**src/rtl/core/iq_fullscale_packet_framer_top_assert.svh**
```systemverilog
// ----------------------------------------------------------------------------
// iq_fullscale_packet_framer_top_assert.svh
// Assertion macros for the packet framer; ASSERT_OFF compiles them away.
// ----------------------------------------------------------------------------
`ifndef IQ_FULLSCALE_PACKET_FRAMER_TOP_ASSERT_SVH
`define IQ_FULLSCALE_PACKET_FRAMER_TOP_ASSERT_SVH

`ifndef ASSERT_OFF
// same-cycle implication, sampled on clk, disabled in reset
`define ASSERT_IMPLIES(label, ante, cons) \
    label: assert property (@(posedge clk) disable iff (!rst_n) (ante) |-> (cons)) \
        else $error("framer assertion failed");
// next-cycle implication
`define ASSERT_NEXT(label, ante, cons) \
    label: assert property (@(posedge clk) disable iff (!rst_n) (ante) |=> (cons)) \
        else $error("framer assertion failed");
`else
`define ASSERT_IMPLIES(label, ante, cons)
`define ASSERT_NEXT(label, ante, cons)
`endif

`endif

```
**src/rtl/core/iqfpf_pkg.sv**
```systemverilog
// ----------------------------------------------------------------------------
// iqfpf_pkg
// Types and constants shared by the packet framer and its sample scaler.
// ----------------------------------------------------------------------------
`default_nettype none

package iqfpf_pkg;

    localparam int SAMPLE_BITS = 32;
    localparam int WORD_W      = 32;
    localparam int SCALE_W     = 16;
    localparam int FS_W        = 31;
    localparam int COUNT_W     = 16;
    localparam int SEQ_W       = 4;
    localparam int PICOS_W     = 40;
    localparam int CLASS_W     = 64;
    localparam int CFG_DATA_W  = 64;
    localparam int CFG_IDX_W   = 2;
    localparam int WIX_W       = 3;

    // scaler datapath: N = 65534*mag + f, D = 2*f, q < 2^15
    localparam int QUO_W     = SCALE_W - 1;
    localparam int NUM_W     = FS_W + SCALE_W + 1;
    localparam int DEN_W     = FS_W + 1;
    localparam int REM_W     = NUM_W - QUO_W;
    localparam int TRIAL_W   = REM_W + 1;
    localparam int CMP_W     = (SAMPLE_BITS > FS_W) ? SAMPLE_BITS : FS_W + 1;
    localparam int DIV_CNT_W = $clog2(QUO_W);
    localparam logic [DIV_CNT_W-1:0] DIV_LAST = DIV_CNT_W'(QUO_W - 1);

    localparam logic [SCALE_W-1:0] SAT_POS = 16'h7FFF;
    localparam logic [SCALE_W-1:0] SAT_NEG = 16'h8000;
    localparam logic [COUNT_W-1:0] MAX_SAMPLES = 16'd65527;
    localparam logic [COUNT_W-1:0] HDR_WORDS   = 16'd8;
    localparam logic [FS_W-1:0]    FS_RESET    = 31'd32767;

    localparam logic CMD_START  = 1'b0;
    localparam logic CMD_SAMPLE = 1'b1;

    localparam logic [CFG_IDX_W-1:0] CFG_STREAM_IDENT = 2'd0;
    localparam logic [CFG_IDX_W-1:0] CFG_CLASS_IDENT  = 2'd1;
    localparam logic [CFG_IDX_W-1:0] CFG_FULL_SCALE   = 2'd2;

    localparam logic [WIX_W-1:0] WIX_HEADER   = 3'd0;
    localparam logic [WIX_W-1:0] WIX_STREAM   = 3'd1;
    localparam logic [WIX_W-1:0] WIX_CLASS_HI = 3'd2;
    localparam logic [WIX_W-1:0] WIX_CLASS_LO = 3'd3;
    localparam logic [WIX_W-1:0] WIX_SECONDS  = 3'd4;
    localparam logic [WIX_W-1:0] WIX_PICOS_HI = 3'd5;
    localparam logic [WIX_W-1:0] WIX_PICOS_LO = 3'd6;

    typedef enum logic [2:0] {
        SC_IDLE,
        SC_CMP,
        SC_ADD,
        SC_DIV,
        SC_NEG,
        SC_DONE
    } scl_state_t;

    typedef enum logic [2:0] {
        ST_IDLE,
        ST_START_WORDS,
        ST_SCALE_I,
        ST_SCALE_Q,
        ST_SAMPLE_WORD,
        ST_TRAILER
    } frm_state_t;

    typedef struct packed {
        logic               done;
        logic               clip;
        logic [SCALE_W-1:0] value;
    } scl_result_t;

endpackage

`default_nettype wire

```
**src/rtl/core/iqfpf_scaler.sv**
```systemverilog
// ----------------------------------------------------------------------------
// iqfpf_scaler
// Scales one component to 16 bits, round(v*32767/fs), halves away from
// zero, with saturation; radix-2 restoring divider, one quotient bit a cycle.
// ----------------------------------------------------------------------------
`default_nettype none

module iqfpf_scaler (
    input  logic                                clk,
    input  logic                                rst_n,
    input  logic                                start,
    input  logic [iqfpf_pkg::SAMPLE_BITS-1:0]   raw,
    input  logic [iqfpf_pkg::FS_W-1:0]          full_scale,
    output iqfpf_pkg::scl_result_t              result
);

    iqfpf_pkg::scl_state_t state_reg, state_next;

    logic [iqfpf_pkg::DIV_CNT_W-1:0]   cnt_reg, cnt_next;
    logic                              neg_reg, neg_next;
    logic [iqfpf_pkg::SAMPLE_BITS-1:0] mag_reg, mag_next;
    logic [iqfpf_pkg::FS_W-1:0]        f_reg, f_next;
    logic [iqfpf_pkg::NUM_W-1:0]       p_reg, p_next;
    logic [iqfpf_pkg::REM_W-1:0]       rem_reg, rem_next;
    logic [iqfpf_pkg::QUO_W-1:0]       quo_reg, quo_next;
    logic [iqfpf_pkg::SCALE_W-1:0]     value_reg, value_next;
    logic                              clip_reg, clip_next;

    logic [iqfpf_pkg::CMP_W-1:0]   mag_ext;
    logic [iqfpf_pkg::CMP_W-1:0]   f_ext;
    logic [iqfpf_pkg::NUM_W-1:0]   mag_num;
    logic [iqfpf_pkg::NUM_W-1:0]   num_sum;
    logic [iqfpf_pkg::TRIAL_W-1:0] trial;
    logic [iqfpf_pkg::TRIAL_W-1:0] den_ext;
    logic [iqfpf_pkg::TRIAL_W-1:0] diff;
    logic [iqfpf_pkg::SCALE_W-1:0] q16;

    assign mag_ext = iqfpf_pkg::CMP_W'(mag_reg);
    assign f_ext   = iqfpf_pkg::CMP_W'(f_reg);
    assign mag_num = iqfpf_pkg::NUM_W'(mag_ext);
    assign num_sum = p_reg + iqfpf_pkg::NUM_W'(f_reg);
    assign trial   = {rem_reg, quo_reg[iqfpf_pkg::QUO_W-1]};
    assign den_ext = iqfpf_pkg::TRIAL_W'({f_reg, 1'b0});
    assign diff    = trial - den_ext;
    assign q16     = {1'b0, quo_reg};

    always_comb
    begin
        state_next = state_reg;
        unique case (state_reg)
            iqfpf_pkg::SC_IDLE:
            begin
                if (start)
                begin
                    state_next = iqfpf_pkg::SC_CMP;
                end
            end
            iqfpf_pkg::SC_CMP:
            begin
                if (mag_ext >= f_ext)
                begin
                    state_next = iqfpf_pkg::SC_DONE;
                end
                else
                begin
                    state_next = iqfpf_pkg::SC_ADD;
                end
            end
            iqfpf_pkg::SC_ADD:
            begin
                state_next = iqfpf_pkg::SC_DIV;
            end
            iqfpf_pkg::SC_DIV:
            begin
                if (cnt_reg == iqfpf_pkg::DIV_LAST)
                begin
                    state_next = iqfpf_pkg::SC_NEG;
                end
            end
            iqfpf_pkg::SC_NEG:
            begin
                state_next = iqfpf_pkg::SC_DONE;
            end
            iqfpf_pkg::SC_DONE:
            begin
                state_next = iqfpf_pkg::SC_IDLE;
            end
            default:
            begin
                state_next = iqfpf_pkg::SC_IDLE;
            end
        endcase
    end

    always_comb
    begin
        cnt_next   = cnt_reg;
        neg_next   = neg_reg;
        mag_next   = mag_reg;
        f_next     = f_reg;
        p_next     = p_reg;
        rem_next   = rem_reg;
        quo_next   = quo_reg;
        value_next = value_reg;
        clip_next  = clip_reg;
        unique case (state_reg)
            iqfpf_pkg::SC_IDLE:
            begin
                if (start)
                begin
                    neg_next = raw[iqfpf_pkg::SAMPLE_BITS-1];
                    mag_next = raw[iqfpf_pkg::SAMPLE_BITS-1] ? ('0 - raw) : raw;
                    f_next   = (full_scale == '0) ? iqfpf_pkg::FS_W'(1) : full_scale;
                end
            end
            iqfpf_pkg::SC_CMP:
            begin
                clip_next  = mag_ext > f_ext;
                value_next = neg_reg ? iqfpf_pkg::SAT_NEG : iqfpf_pkg::SAT_POS;
                p_next     = (mag_num << iqfpf_pkg::SCALE_W) - (mag_num << 1);
            end
            iqfpf_pkg::SC_ADD:
            begin
                rem_next = num_sum[iqfpf_pkg::NUM_W-1:iqfpf_pkg::QUO_W];
                quo_next = num_sum[iqfpf_pkg::QUO_W-1:0];
                cnt_next = '0;
            end
            iqfpf_pkg::SC_DIV:
            begin
                if (trial >= den_ext)
                begin
                    rem_next = diff[iqfpf_pkg::REM_W-1:0];
                    quo_next = {quo_reg[iqfpf_pkg::QUO_W-2:0], 1'b1};
                end
                else
                begin
                    rem_next = trial[iqfpf_pkg::REM_W-1:0];
                    quo_next = {quo_reg[iqfpf_pkg::QUO_W-2:0], 1'b0};
                end
                cnt_next = cnt_reg + 1'b1;
            end
            iqfpf_pkg::SC_NEG:
            begin
                value_next = neg_reg ? (iqfpf_pkg::SCALE_W'(0) - q16) : q16;
            end
            iqfpf_pkg::SC_DONE:
            begin
            end
            default:
            begin
            end
        endcase
    end

    always_comb
    begin
        result.done  = (state_reg == iqfpf_pkg::SC_DONE);
        result.clip  = clip_reg;
        result.value = value_reg;
    end

    always_ff @(posedge clk or negedge rst_n)
    begin
        if (!rst_n)
        begin
            state_reg <= iqfpf_pkg::SC_IDLE;
            cnt_reg   <= '0;
        end
        else
        begin
            state_reg <= state_next;
            cnt_reg   <= cnt_next;
        end
    end

    always_ff @(posedge clk)
    begin
        neg_reg   <= neg_next;
        mag_reg   <= mag_next;
        f_reg     <= f_next;
        p_reg     <= p_next;
        rem_reg   <= rem_next;
        quo_reg   <= quo_next;
        value_reg <= value_next;
        clip_reg  <= clip_next;
    end

endmodule

`default_nettype wire

```
**src/rtl/core/iq_fullscale_packet_framer_top.sv**
```systemverilog
// ----------------------------------------------------------------------------
// iq_fullscale_packet_framer_top
// Frames complex samples into signal data packets with stream id, class id,
// timestamps and trailer; samples are scaled to 16 bits against full scale.
//
//   channel  dir  handshake            beat
//   in       in   in_valid/in_ready    command, start fields, one I/Q sample
//   out      out  out_valid/out_ready  out_word, last_word, clip_total
//   cfg      in   cfg_we               cfg_index, cfg_data
//
// Start beat: 7 output beats (8 for an empty packet), one per cycle when not stalled.
// Sample beat: the shared radix-2 divider scales I then Q (a saturated component
// skips the division) before the sample word, and the trailer after the last one.
// A new input beat is taken while the last output beat waits.
// Reset: no packet open, full scale 32767. Output stalls hold the sequencer.
// ----------------------------------------------------------------------------
`default_nettype none

module iq_fullscale_packet_framer_top (
    input  logic                                      clk,
    input  logic                                      rst_n,
    input  logic                                      cfg_we,
    input  logic [iqfpf_pkg::CFG_IDX_W-1:0]           cfg_index,
    input  logic [iqfpf_pkg::CFG_DATA_W-1:0]          cfg_data,
    input  logic                                      in_valid,
    output logic                                      in_ready,
    input  logic                                      command,
    input  logic [iqfpf_pkg::SEQ_W-1:0]               packet_seq,
    input  logic [iqfpf_pkg::COUNT_W-1:0]             sample_total,
    input  logic [iqfpf_pkg::WORD_W-1:0]              seconds_stamp,
    input  logic [iqfpf_pkg::PICOS_W-1:0]             picos_stamp,
    input  logic                                      valid_flag,
    input  logic                                      caltime_flag,
    input  logic                                      reflock_flag,
    input  logic                                      loss_flag,
    input  logic signed [iqfpf_pkg::SAMPLE_BITS-1:0]  sample_i,
    input  logic signed [iqfpf_pkg::SAMPLE_BITS-1:0]  sample_q,
    output logic                                      out_valid,
    input  logic                                      out_ready,
    output logic [iqfpf_pkg::WORD_W-1:0]              out_word,
    output logic                                      last_word,
    output logic [iqfpf_pkg::COUNT_W-1:0]             clip_total
);

`include "iq_fullscale_packet_framer_top_assert.svh"

    iqfpf_pkg::frm_state_t state_reg, state_next;

    logic [iqfpf_pkg::WORD_W-1:0]      stream_ident_reg, stream_ident_next;
    logic [iqfpf_pkg::CLASS_W-1:0]     class_ident_reg, class_ident_next;
    logic [iqfpf_pkg::FS_W-1:0]        full_scale_reg, full_scale_next;

    logic [iqfpf_pkg::COUNT_W-1:0]     remaining_reg, remaining_next;
    logic [iqfpf_pkg::COUNT_W-1:0]     clip_count_reg, clip_count_next;
    logic                              active_reg, active_next;
    logic [3:0]                        held_flags_reg, held_flags_next;
    logic [iqfpf_pkg::WIX_W-1:0]       idx_reg, idx_next;
    logic                              kick_reg, kick_next;
    logic                              clip_any_reg, clip_any_next;

    logic [iqfpf_pkg::SEQ_W-1:0]       seq_reg, seq_next;
    logic [iqfpf_pkg::WORD_W-1:0]      seconds_reg, seconds_next;
    logic [iqfpf_pkg::PICOS_W-1:0]     picos_reg, picos_next;
    logic [iqfpf_pkg::SAMPLE_BITS-1:0] sample_i_reg, sample_i_next;
    logic [iqfpf_pkg::SAMPLE_BITS-1:0] sample_q_reg, sample_q_next;
    logic [iqfpf_pkg::SCALE_W-1:0]     i_val_reg, i_val_next;
    logic [iqfpf_pkg::SCALE_W-1:0]     q_val_reg, q_val_next;

    logic                              out_valid_reg, out_valid_next;
    logic [iqfpf_pkg::WORD_W-1:0]      out_word_reg, out_word_next;
    logic                              last_word_reg, last_word_next;
    logic [iqfpf_pkg::COUNT_W-1:0]     clip_total_reg, clip_total_next;

    logic                              accept;
    logic                              load;
    logic                              start_accept;
    logic                              in_scale;
    logic [iqfpf_pkg::COUNT_W-1:0]     count_clamped;
    logic [iqfpf_pkg::WORD_W-1:0]      header_word;
    logic [iqfpf_pkg::WORD_W-1:0]      trailer_word;
    logic [iqfpf_pkg::WORD_W-1:0]      start_word;
    logic [iqfpf_pkg::SAMPLE_BITS-1:0] scl_raw;
    iqfpf_pkg::scl_result_t            scl_res;

    assign in_ready   = (state_reg == iqfpf_pkg::ST_IDLE);
    assign accept     = in_valid && in_ready;
    assign load       = !out_valid_reg || out_ready;
    assign out_valid  = out_valid_reg;
    assign out_word   = out_word_reg;
    assign last_word  = last_word_reg;
    assign clip_total = clip_total_reg;

    assign start_accept = accept && (command == iqfpf_pkg::CMD_START);
    assign in_scale     = (state_reg == iqfpf_pkg::ST_SCALE_I) ||
                          (state_reg == iqfpf_pkg::ST_SCALE_Q);

    assign count_clamped = (sample_total > iqfpf_pkg::MAX_SAMPLES) ?
                           iqfpf_pkg::MAX_SAMPLES : sample_total;

    // type 1, class id and trailer present, UTC, picoseconds
    assign header_word = {4'd1, 1'b1, 1'b1, 2'b00, 2'b01, 2'b10, seq_reg,
                          remaining_reg + iqfpf_pkg::HDR_WORDS};

    // enables: caltime, valid, reflock, over-range, loss
    assign trailer_word = {3'b111, 3'b000, 2'b11, 4'b0000,
                           held_flags_reg[1], held_flags_reg[0], held_flags_reg[2],
                           3'b000, (clip_count_reg != '0), held_flags_reg[3], 12'd0};

    assign scl_raw = (state_reg == iqfpf_pkg::ST_SCALE_Q) ? sample_q_reg : sample_i_reg;

    always_comb
    begin
        unique case (idx_reg)
            iqfpf_pkg::WIX_HEADER:   start_word = header_word;
            iqfpf_pkg::WIX_STREAM:   start_word = stream_ident_reg;
            iqfpf_pkg::WIX_CLASS_HI: start_word = class_ident_reg[63:32];
            iqfpf_pkg::WIX_CLASS_LO: start_word = class_ident_reg[31:0];
            iqfpf_pkg::WIX_SECONDS:  start_word = seconds_reg;
            iqfpf_pkg::WIX_PICOS_HI: start_word = iqfpf_pkg::WORD_W'(picos_reg[39:32]);
            iqfpf_pkg::WIX_PICOS_LO: start_word = picos_reg[31:0];
            default:                 start_word = '0;
        endcase
    end

    iqfpf_scaler u_scaler (
        .clk        (clk),
        .rst_n      (rst_n),
        .start      (kick_reg),
        .raw        (scl_raw),
        .full_scale (full_scale_reg),
        .result     (scl_res)
    );

    always_comb
    begin
        state_next = state_reg;
        unique case (state_reg)
            iqfpf_pkg::ST_IDLE:
            begin
                if (accept)
                begin
                    if (command == iqfpf_pkg::CMD_START)
                    begin
                        state_next = iqfpf_pkg::ST_START_WORDS;
                    end
                    else if (active_reg)
                    begin
                        state_next = iqfpf_pkg::ST_SCALE_I;
                    end
                end
            end
            iqfpf_pkg::ST_START_WORDS:
            begin
                if (load && (idx_reg == iqfpf_pkg::WIX_PICOS_LO))
                begin
                    if (remaining_reg == '0)
                    begin
                        state_next = iqfpf_pkg::ST_TRAILER;
                    end
                    else
                    begin
                        state_next = iqfpf_pkg::ST_IDLE;
                    end
                end
            end
            iqfpf_pkg::ST_SCALE_I:
            begin
                if (scl_res.done)
                begin
                    state_next = iqfpf_pkg::ST_SCALE_Q;
                end
            end
            iqfpf_pkg::ST_SCALE_Q:
            begin
                if (scl_res.done)
                begin
                    state_next = iqfpf_pkg::ST_SAMPLE_WORD;
                end
            end
            iqfpf_pkg::ST_SAMPLE_WORD:
            begin
                if (load)
                begin
                    if (remaining_reg == iqfpf_pkg::COUNT_W'(1))
                    begin
                        state_next = iqfpf_pkg::ST_TRAILER;
                    end
                    else
                    begin
                        state_next = iqfpf_pkg::ST_IDLE;
                    end
                end
            end
            iqfpf_pkg::ST_TRAILER:
            begin
                if (load)
                begin
                    state_next = iqfpf_pkg::ST_IDLE;
                end
            end
            default:
            begin
                state_next = iqfpf_pkg::ST_IDLE;
            end
        endcase
    end

    always_comb
    begin
        stream_ident_next = stream_ident_reg;
        class_ident_next  = class_ident_reg;
        full_scale_next   = full_scale_reg;
        remaining_next    = remaining_reg;
        clip_count_next   = clip_count_reg;
        active_next       = active_reg;
        held_flags_next   = held_flags_reg;
        idx_next          = idx_reg;
        kick_next         = 1'b0;
        clip_any_next     = clip_any_reg;
        seq_next          = seq_reg;
        seconds_next      = seconds_reg;
        picos_next        = picos_reg;
        sample_i_next     = sample_i_reg;
        sample_q_next     = sample_q_reg;
        i_val_next        = i_val_reg;
        q_val_next        = q_val_reg;
        out_valid_next    = out_valid_reg && !out_ready;
        out_word_next     = out_word_reg;
        last_word_next    = last_word_reg;
        clip_total_next   = clip_total_reg;

        if (cfg_we)
        begin
            unique case (cfg_index)
                iqfpf_pkg::CFG_STREAM_IDENT: stream_ident_next = cfg_data[31:0];
                iqfpf_pkg::CFG_CLASS_IDENT:  class_ident_next  = cfg_data;
                iqfpf_pkg::CFG_FULL_SCALE:   full_scale_next   = cfg_data[30:0];
                default:
                begin
                end
            endcase
        end

        unique case (state_reg)
            iqfpf_pkg::ST_IDLE:
            begin
                if (accept)
                begin
                    sample_i_next = sample_i;
                    sample_q_next = sample_q;
                    if (command == iqfpf_pkg::CMD_START)
                    begin
                        seq_next        = packet_seq;
                        seconds_next    = seconds_stamp;
                        picos_next      = picos_stamp;
                        remaining_next  = count_clamped;
                        clip_count_next = '0;
                        held_flags_next = {loss_flag, reflock_flag, caltime_flag, valid_flag};
                        active_next     = (count_clamped != '0);
                        idx_next        = iqfpf_pkg::WIX_HEADER;
                    end
                    else if (active_reg)
                    begin
                        kick_next = 1'b1;
                    end
                end
            end
            iqfpf_pkg::ST_START_WORDS:
            begin
                if (load)
                begin
                    out_valid_next  = 1'b1;
                    out_word_next   = start_word;
                    last_word_next  = 1'b0;
                    clip_total_next = clip_count_reg;
                    idx_next        = idx_reg + 1'b1;
                end
            end
            iqfpf_pkg::ST_SCALE_I:
            begin
                if (scl_res.done)
                begin
                    i_val_next    = scl_res.value;
                    clip_any_next = scl_res.clip;
                    kick_next     = 1'b1;
                end
            end
            iqfpf_pkg::ST_SCALE_Q:
            begin
                if (scl_res.done)
                begin
                    q_val_next = scl_res.value;
                    if ((clip_any_reg || scl_res.clip) && (clip_count_reg != '1))
                    begin
                        clip_count_next = clip_count_reg + 1'b1;
                    end
                end
            end
            iqfpf_pkg::ST_SAMPLE_WORD:
            begin
                if (load)
                begin
                    out_valid_next  = 1'b1;
                    out_word_next   = {i_val_reg, q_val_reg};
                    last_word_next  = 1'b0;
                    clip_total_next = clip_count_reg;
                    remaining_next  = remaining_reg - 1'b1;
                    if (remaining_reg == iqfpf_pkg::COUNT_W'(1))
                    begin
                        active_next = 1'b0;
                    end
                end
            end
            iqfpf_pkg::ST_TRAILER:
            begin
                if (load)
                begin
                    out_valid_next  = 1'b1;
                    out_word_next   = trailer_word;
                    last_word_next  = 1'b1;
                    clip_total_next = clip_count_reg;
                    active_next     = 1'b0;
                end
            end
            default:
            begin
            end
        endcase
    end

    always_ff @(posedge clk or negedge rst_n)
    begin
        if (!rst_n)
        begin
            state_reg        <= iqfpf_pkg::ST_IDLE;
            stream_ident_reg <= '0;
            class_ident_reg  <= '0;
            full_scale_reg   <= iqfpf_pkg::FS_RESET;
            remaining_reg    <= '0;
            clip_count_reg   <= '0;
            active_reg       <= 1'b0;
            held_flags_reg   <= '0;
            idx_reg          <= '0;
            kick_reg         <= 1'b0;
            out_valid_reg    <= 1'b0;
        end
        else
        begin
            state_reg        <= state_next;
            stream_ident_reg <= stream_ident_next;
            class_ident_reg  <= class_ident_next;
            full_scale_reg   <= full_scale_next;
            remaining_reg    <= remaining_next;
            clip_count_reg   <= clip_count_next;
            active_reg       <= active_next;
            held_flags_reg   <= held_flags_next;
            idx_reg          <= idx_next;
            kick_reg         <= kick_next;
            out_valid_reg    <= out_valid_next;
        end
    end

    always_ff @(posedge clk)
    begin
        clip_any_reg   <= clip_any_next;
        seq_reg        <= seq_next;
        seconds_reg    <= seconds_next;
        picos_reg      <= picos_next;
        sample_i_reg   <= sample_i_next;
        sample_q_reg   <= sample_q_next;
        i_val_reg      <= i_val_next;
        q_val_reg      <= q_val_next;
        out_word_reg   <= out_word_next;
        last_word_reg  <= last_word_next;
        clip_total_reg <= clip_total_next;
    end

    // an open packet always has samples left
    `ASSERT_IMPLIES(a_active_remaining, active_reg, remaining_reg != '0)
    `ASSERT_NEXT(a_start_clears_clip, start_accept, clip_count_reg == '0)
    `ASSERT_IMPLIES(a_kick_in_scale, kick_reg, in_scale)
    `ASSERT_IMPLIES(a_done_in_scale, scl_res.done, in_scale)

endmodule

`default_nettype wire
```
**config.mk**
```make
export PLATFORM = sky130hd
export DESIGN_NAME = iq_fullscale_packet_framer_top
export DESIGN_NICKNAME = d
export VERILOG_FILES = /design/src/rtl/core/iqfpf_pkg.sv /design/src/rtl/core/iqfpf_scaler.sv /design/src/rtl/core/iq_fullscale_packet_framer_top.sv
export VERILOG_INCLUDE_DIRS = /design/src /design/src/rtl/core
export SDC_FILE = /design/constraint.sdc
export NUM_CORES = 1
export LEC_CHECK = 0
export CORE_ASPECT_RATIO = 1.4
export CORE_MARGIN = 10
export CORE_UTILIZATION = 45
export CTS_CLUSTER_SIZE = 24
export DETAILED_ROUTE_END_ITERATION = 8
export DONT_BUFFER_PORTS = 1
export SKIP_CTS_REPAIR_TIMING = 1
export SYNTH_ARGS = -nofsm -noshare
export SYNTH_HDL_FRONTEND = slang
export SYNTH_SLANG_ARGS = --single-unit
```
**constraint.sdc**
```tcl
create_clock -name clk -period 7.45 [get_ports clk]
set_input_delay 0 -clock clk [delete_from_list [all_inputs] [get_ports clk]]
set_output_delay 0 -clock clk [all_outputs]
set_load 0.005 [all_outputs]
```
# Word-level counts from Yosys, hierarchy flattened
# Index checks and enable logic that the tools add are counted.
# totals
input_bits	232
ff_bits	578
word_cells	185
out_inout_bits	51
# op_classes
order_cmp	4
n_mux	59
n_eq_ne	35
n_reduce_logical	43
add_sub_neg	10
bitwise_logic	1
# ops
op	n
32-bit case mux with 7 select lines	1
16-bit two-way mux	10
32-bit two-way mux	4
16-bit case mux with 2 select lines	3
32-bit case mux with 3 select lines	1
33-bit case mux with 2 select lines	1
48-bit by 31-bit adder with 48-bit output	1
3-bit two-way mux	16
48-bit by 33-bit subtractor with 48-bit output	1
34-bit by 32-bit >= comparator with 1-bit output	1
33-bit two-way mux	1
33-bit by 32-bit subtractor with 33-bit output	1
32-bit by 31-bit >= comparator with 1-bit output	1
32-bit by 31-bit > comparator with 1-bit output	1
16-bit nonzero test	2
1-bit by 32-bit subtractor with 32-bit output, first input constant	1
31-bit zero test	1
31-bit two-way mux	1
15-bit case mux with 2 select lines	1
3-bit equality test, second input constant	7
3-bit by 2-bit equality test with 1-bit output, second input constant	6
2-bit != test, second input constant	9
3-bit case mux with 6 select lines	1
2-bit AND reduction	9
37 further kinds	71

# Depth between registers and ports, before layout
# logic_depth
depth_word	6
mapped_depth	15
ltp_nobuf	12

# Hierarchy
# From an unflattened synthesis, not the netlist that was laid out.
# hier_totals
hier_cells	2556
area_unflattened_um2	29996.3
# by_module_without_submodules
mod	seq_area_each_um2	area_each_um2	instances	cells_per_inst
iq_fullscale_packet_framer_top	10989.3	16488.3	1	1138
iqfpf_scaler	5460.2	13508.0	1	1418

# Worst setup path after synthesis
# Ideal clock, no wire load.
# synth_path
path_type	reg2reg
start	reg u_scaler.state_reg[2]
end	reg u_scaler.f_reg[0] (netlist bit) (enable)
setup_ns	0.666
setup_slack_ns	-0.431
path_buffers	1
stages_incl_launch_ff	3
required_time_ns	6.784
arrival_time_ns	7.215
synth_period_minus_slack_ns	7.881
cell_sequence	dfrtp_1 clkbuf_1 nor4b_1
# synth_via
elab_chain_len	2
# synth_rtl
element	line_no	source
from (decl)	iqfpf_scaler.sv:17	iqfpf_pkg::scl_state_t state_reg, state_next;
from (signal assigned)	iqfpf_scaler.sv:166	state_reg <= iqfpf_pkg::SC_IDLE;
from (signal assigned)	iqfpf_scaler.sv:171	state_reg <= state_next;
3-bit zero test	iqfpf_scaler.sv:106	unique case (state_reg)
2-bit AND reduction (no source line)	n/a	
to (signal assigned)	iqfpf_scaler.sv:180	f_reg <= f_next;
to (decl)	iqfpf_scaler.sv:22	logic [iqfpf_pkg::FS_W-1:0] f_reg, f_next;
# No other way between the ends.
# A chain may end at the register's enable or synchronous reset.

# Final worst setup path
# layout_path
start	reg state_reg[0]
end	reg u_scaler.mag_reg (netlist bit u_scaler.mag_ext[28]) (data pin)
# layout_via
elab_chain_len	4
# layout_rtl
element	line_no	source
from (decl)	iq_fullscale_packet_framer_top.sv:47	iqfpf_pkg::frm_state_t state_reg, state_next;
from (signal assigned)	iq_fullscale_packet_framer_top.sv:335	state_reg <= iqfpf_pkg::ST_IDLE;
from (signal assigned)	iq_fullscale_packet_framer_top.sv:349	state_reg <= state_next;
3-bit by 2-bit equality test with 1-bit output (*)	iq_fullscale_packet_framer_top.sv:109	assign scl_raw = (state_reg == iqfpf_pkg::ST_SCALE_Q) ? sample_q_reg : sample_i_reg;
32-bit two-way mux (*)	iq_fullscale_packet_framer_top.sv:109	
1-bit by 32-bit subtractor with 32-bit output	iqfpf_scaler.sv:112	mag_next = raw[iqfpf_pkg::SAMPLE_BITS-1] ? ('0 - raw) : raw;
31-bit two-way mux (*)	iqfpf_scaler.sv:112	
to (signal assigned)	iqfpf_scaler.sv:179	mag_reg <= mag_next;
to (decl)	iqfpf_scaler.sv:21	logic [iqfpf_pkg::SAMPLE_BITS-1:0] mag_reg, mag_next;
# Every way passes the cells marked *; elsewhere a longest branch is shown, timed or not.

==> results.json <==
{
  "timing.hold.worst.start": "in_valid",
  "synth-edff-count": 398,
  "largest_reg_flops": 64,
  "ys_seq_area_frac": 0.5480,
  "layout-drive-gt1-share": 0.1156,
  "synth_most_common_cell": "edfxtp_1",
  "yosys.area.top_type": "edfxtp_1",
  "cp-start-kind": "flip-flop",
  "wl_mm": 94.82,
  "vias": 22710,
  "crit_path_end_kind": "flip-flop",
  "final_antenna_net_count": 0,
  "p_leak_nw": 13.58,
  "avgViaCountPerCell": 6.020,
  "fin_util": 0.5443,
  "cap_violations": 0,
  "die_w_um": 238.3,
  "insertion_delay_ns": 0.65,
  "post-route-period-util": 0.5567,
  "cp.required_ns": 7.84,
  "coreArea_mm2": 0.06642,
  "worstPathMaxFanout": 52,
  "drt-initial-drc-count": 2155,
  "fmax_mhz": 241.1,
  "start_util": 0.4519,
  "synthArstFlopShare": 0.3102,
  "critPathKind": "reg -> reg",
  "ir_worst_vdd_mv": 0.2337,
  "setup.worst_path.start": "state_reg[0]",
  "die_area_mm2": 0.07758,
  "finClkSkew_ns": 0.01654,
  "grt-ovfl-total": 0,
  "clock-sinks": 577,
  "synth_top_area_frac": 0.3982,
  "reg2reg_slack_ns": 3.30,
  "multi_input_area_mm2": 0.01267,
  "cp.arrival_ns": 4.53,
  "final_cells": 3773,
  "grt_max_degree": 180,
  "finalHoldViolCount": 31,
  "power.density_mw_per_mm2": 348.1,
  "finalMaxSlewViolations": 0,
  "hp-class": "in -> reg",
  "grt_pass1_vias": 21120,
  "place_congestion": 0.9173,
  "io_buffers": 0,
  "dp.cells": 3317,
  "fin_crit_ns": 4.148,
  "setup_viol": 0,
  "cts_max_level": 2,
  "die_y_um": 325.6,
  "syn_area_per_cell_um2": 11.67,
  "whs_ns": -0.09676,
  "violations": "hold timing",
  "root_buffer": "clkbuf_16",
  "synth_seq_cells": 577,
  "clkSlewWorstSetupHoldPaths_ns": 0.07,
  "hpwl_mm": 67.45,
  "clock_path_buffers": 3,
  "timing.rr.end": "u_scaler.mag_ext[28]",
  "ys_top_cells_by_count": "edfxtp_1 (398), nand2_1 (183), dfrtp_1 (164)",
  "area_delta_synth_final_pct": 20.46,
  "tightest_slew_ns": 1.225,
  "grt_pass1_wl_mm": 132.8,
  "cts_tree": "done",
  "maxSlewHeadroom": 0.1816,
  "hold_path_end": "state_reg[0]",
  "fin_nets": 3219,
  "dr.pass1.iters": 9,
  "reg2reg_depth": 10,
  "hold-path-cell-count": 3,
  "antenna_found_initial": 7,
  "yosysUniqueCellTypes": 92,
  "grt_usage": 0.2247,
  "reg2reg_from": "state_reg[0]",
  "yosysWarnings": 0,
  "syn_inst": 2572,
  "num-fill-cells": 5509,
  "cts_buffers": 55,
  "rsz0062_at_grt": "false",
  "regArea_mm2": 0.01645,
  "setup_tns_ns": 0,
  "synth_top_flop_cell": "edfxtp_1",
  "netlist_area_mm2": 0.03002,
  "wire_per_inst_um": 25.13,
  "core.rowCount": 112,
  "status": "complete, but fails checks",
  "synth_nets": 2931,
  "synthTopCellsByArea": "edfxtp_1 (40%), dfrtp_1 (14%), mux2_2 (5.8%), ha_1 (5.2%), xnor2_1 (2.5%)",
  "drcViolationCount": 0,
  "pin_count": 283
}
cell type report:
type,instances,share of cell area
clock inverter,28,0.01021
multi-input combinational,1760,0.3505
antenna,11,0.0007614
sequential,577,0.4550
tap,855,0.02959
inverter,95,0.009863
timing repair buffer,371,0.1012
clock buffer,76,0.04295
worst max path at each step:
stage | to | slack, ns | cells after the start
5_1_grt | u_scaler.mag_ext[28] | 3.11 | 10
2_1_floorplan | u_scaler.f_reg[0] | 2.82 | 2
3_3_place_gp | u_scaler.mag_ext[28] | 3.47 | 10
6_report | u_scaler.mag_ext[28] | 3.30 | 10
4_1_cts | u_scaler.mag_ext[28] | 3.38 | 10
3_5_place_dp | u_scaler.mag_ext[28] | 3.40 | 10
cell usage in the layout (no fill, tap or decap), types with 30 or more instances in the layout:
cell / Yosys / final
edfxtp_1: 398 / 398
dlygate4sd3_1: 0 / 339
nand2_1: 183 / 183
dfrtp_1: 164 / 164
mux2_2: 155 / 155
nor2_1: 156 / 155
a21oi_1: 140 / 139
o21ai_0: 126 / 126
ha_1: 125 / 125
inv_1: 93 / 91
nor3_1: 93 / 90
xnor2_1: 86 / 86
xor2_1: 82 / 82
clkbuf_16: 0 / 58
a21o_1: 48 / 48
nand4_1: 41 / 41
mux2i_1: 40 / 40
nand3_1: 37 / 37
a222oi_1: 31 / 31
buf_4: 7 / 30
logic make-up (layout without fill, tap and decap cells):
| kind of cell | count (synthesis) | in the layout | share of synthesized area |
|---|---|---|---|
| flip-flops | 577 | 577 | 0.5480 |
| XOR/XNOR | 168 | 168 | 0.04902 |
| buffers and inverters | 235 | 570 | 0.03164 |
| AO/OA/AOI/OAI | 597 | 597 | 0.1346 |
| AND/OR/NAND/NOR | 670 | 670 | 0.1096 |
| other | 0 | 11 | 0 |
| adder cells (fa/ha/maj) | 127 | 127 | 0.05344 |
| multiplexers | 198 | 198 | 0.07374 |
per-stage QoR:
step	setup WS, ns	area, um2	total power, mW	hold WS (ns)
6_report	3.302	36150	12.59	-0.09676
2_1_floorplan	2.816	30020	7.929	-0.2956
4_1_cts	3.385	32700	12.37	-0.9760
5_1_grt	3.109	36140	13.19	-0.03237
3_5_place_dp	3.404	30770	9.368	-0.2832
3_3_place_gp	3.469	30770	9.286	-0.2825
where the power goes:
part / switching, mW / internal, mW
clock: 1.34 / 1.66
combinational: 2.74 / 1.66
sequential: 0.655 / 4.54
worst max-delay path: stages (launching register included):
cell and delay [ns]:
dfrtp_1 0.81, and3b_4 0.33, buf_4 0.62, mux2i_4 0.68, inv_2 0.31, o21ai_2 0.18, and3_1 0.23, o31ai_1 0.13
a21o_1 0.24, nor2_1 0.17, xor2_1 0.09
layer usage:
layer	wire, um	vias up	part of all wire	GRT usage
li1	-	10240	-	-
met1	36320	11270	0.38	0.2605
met2	48960	975	0.52	0.3955
met3	5738	222	0.061	0.05223
met4	3790	2	0.040	0.08500
met5	7	-	0.000074	0
Note: power is estimated with default switching activity, not from simulation.
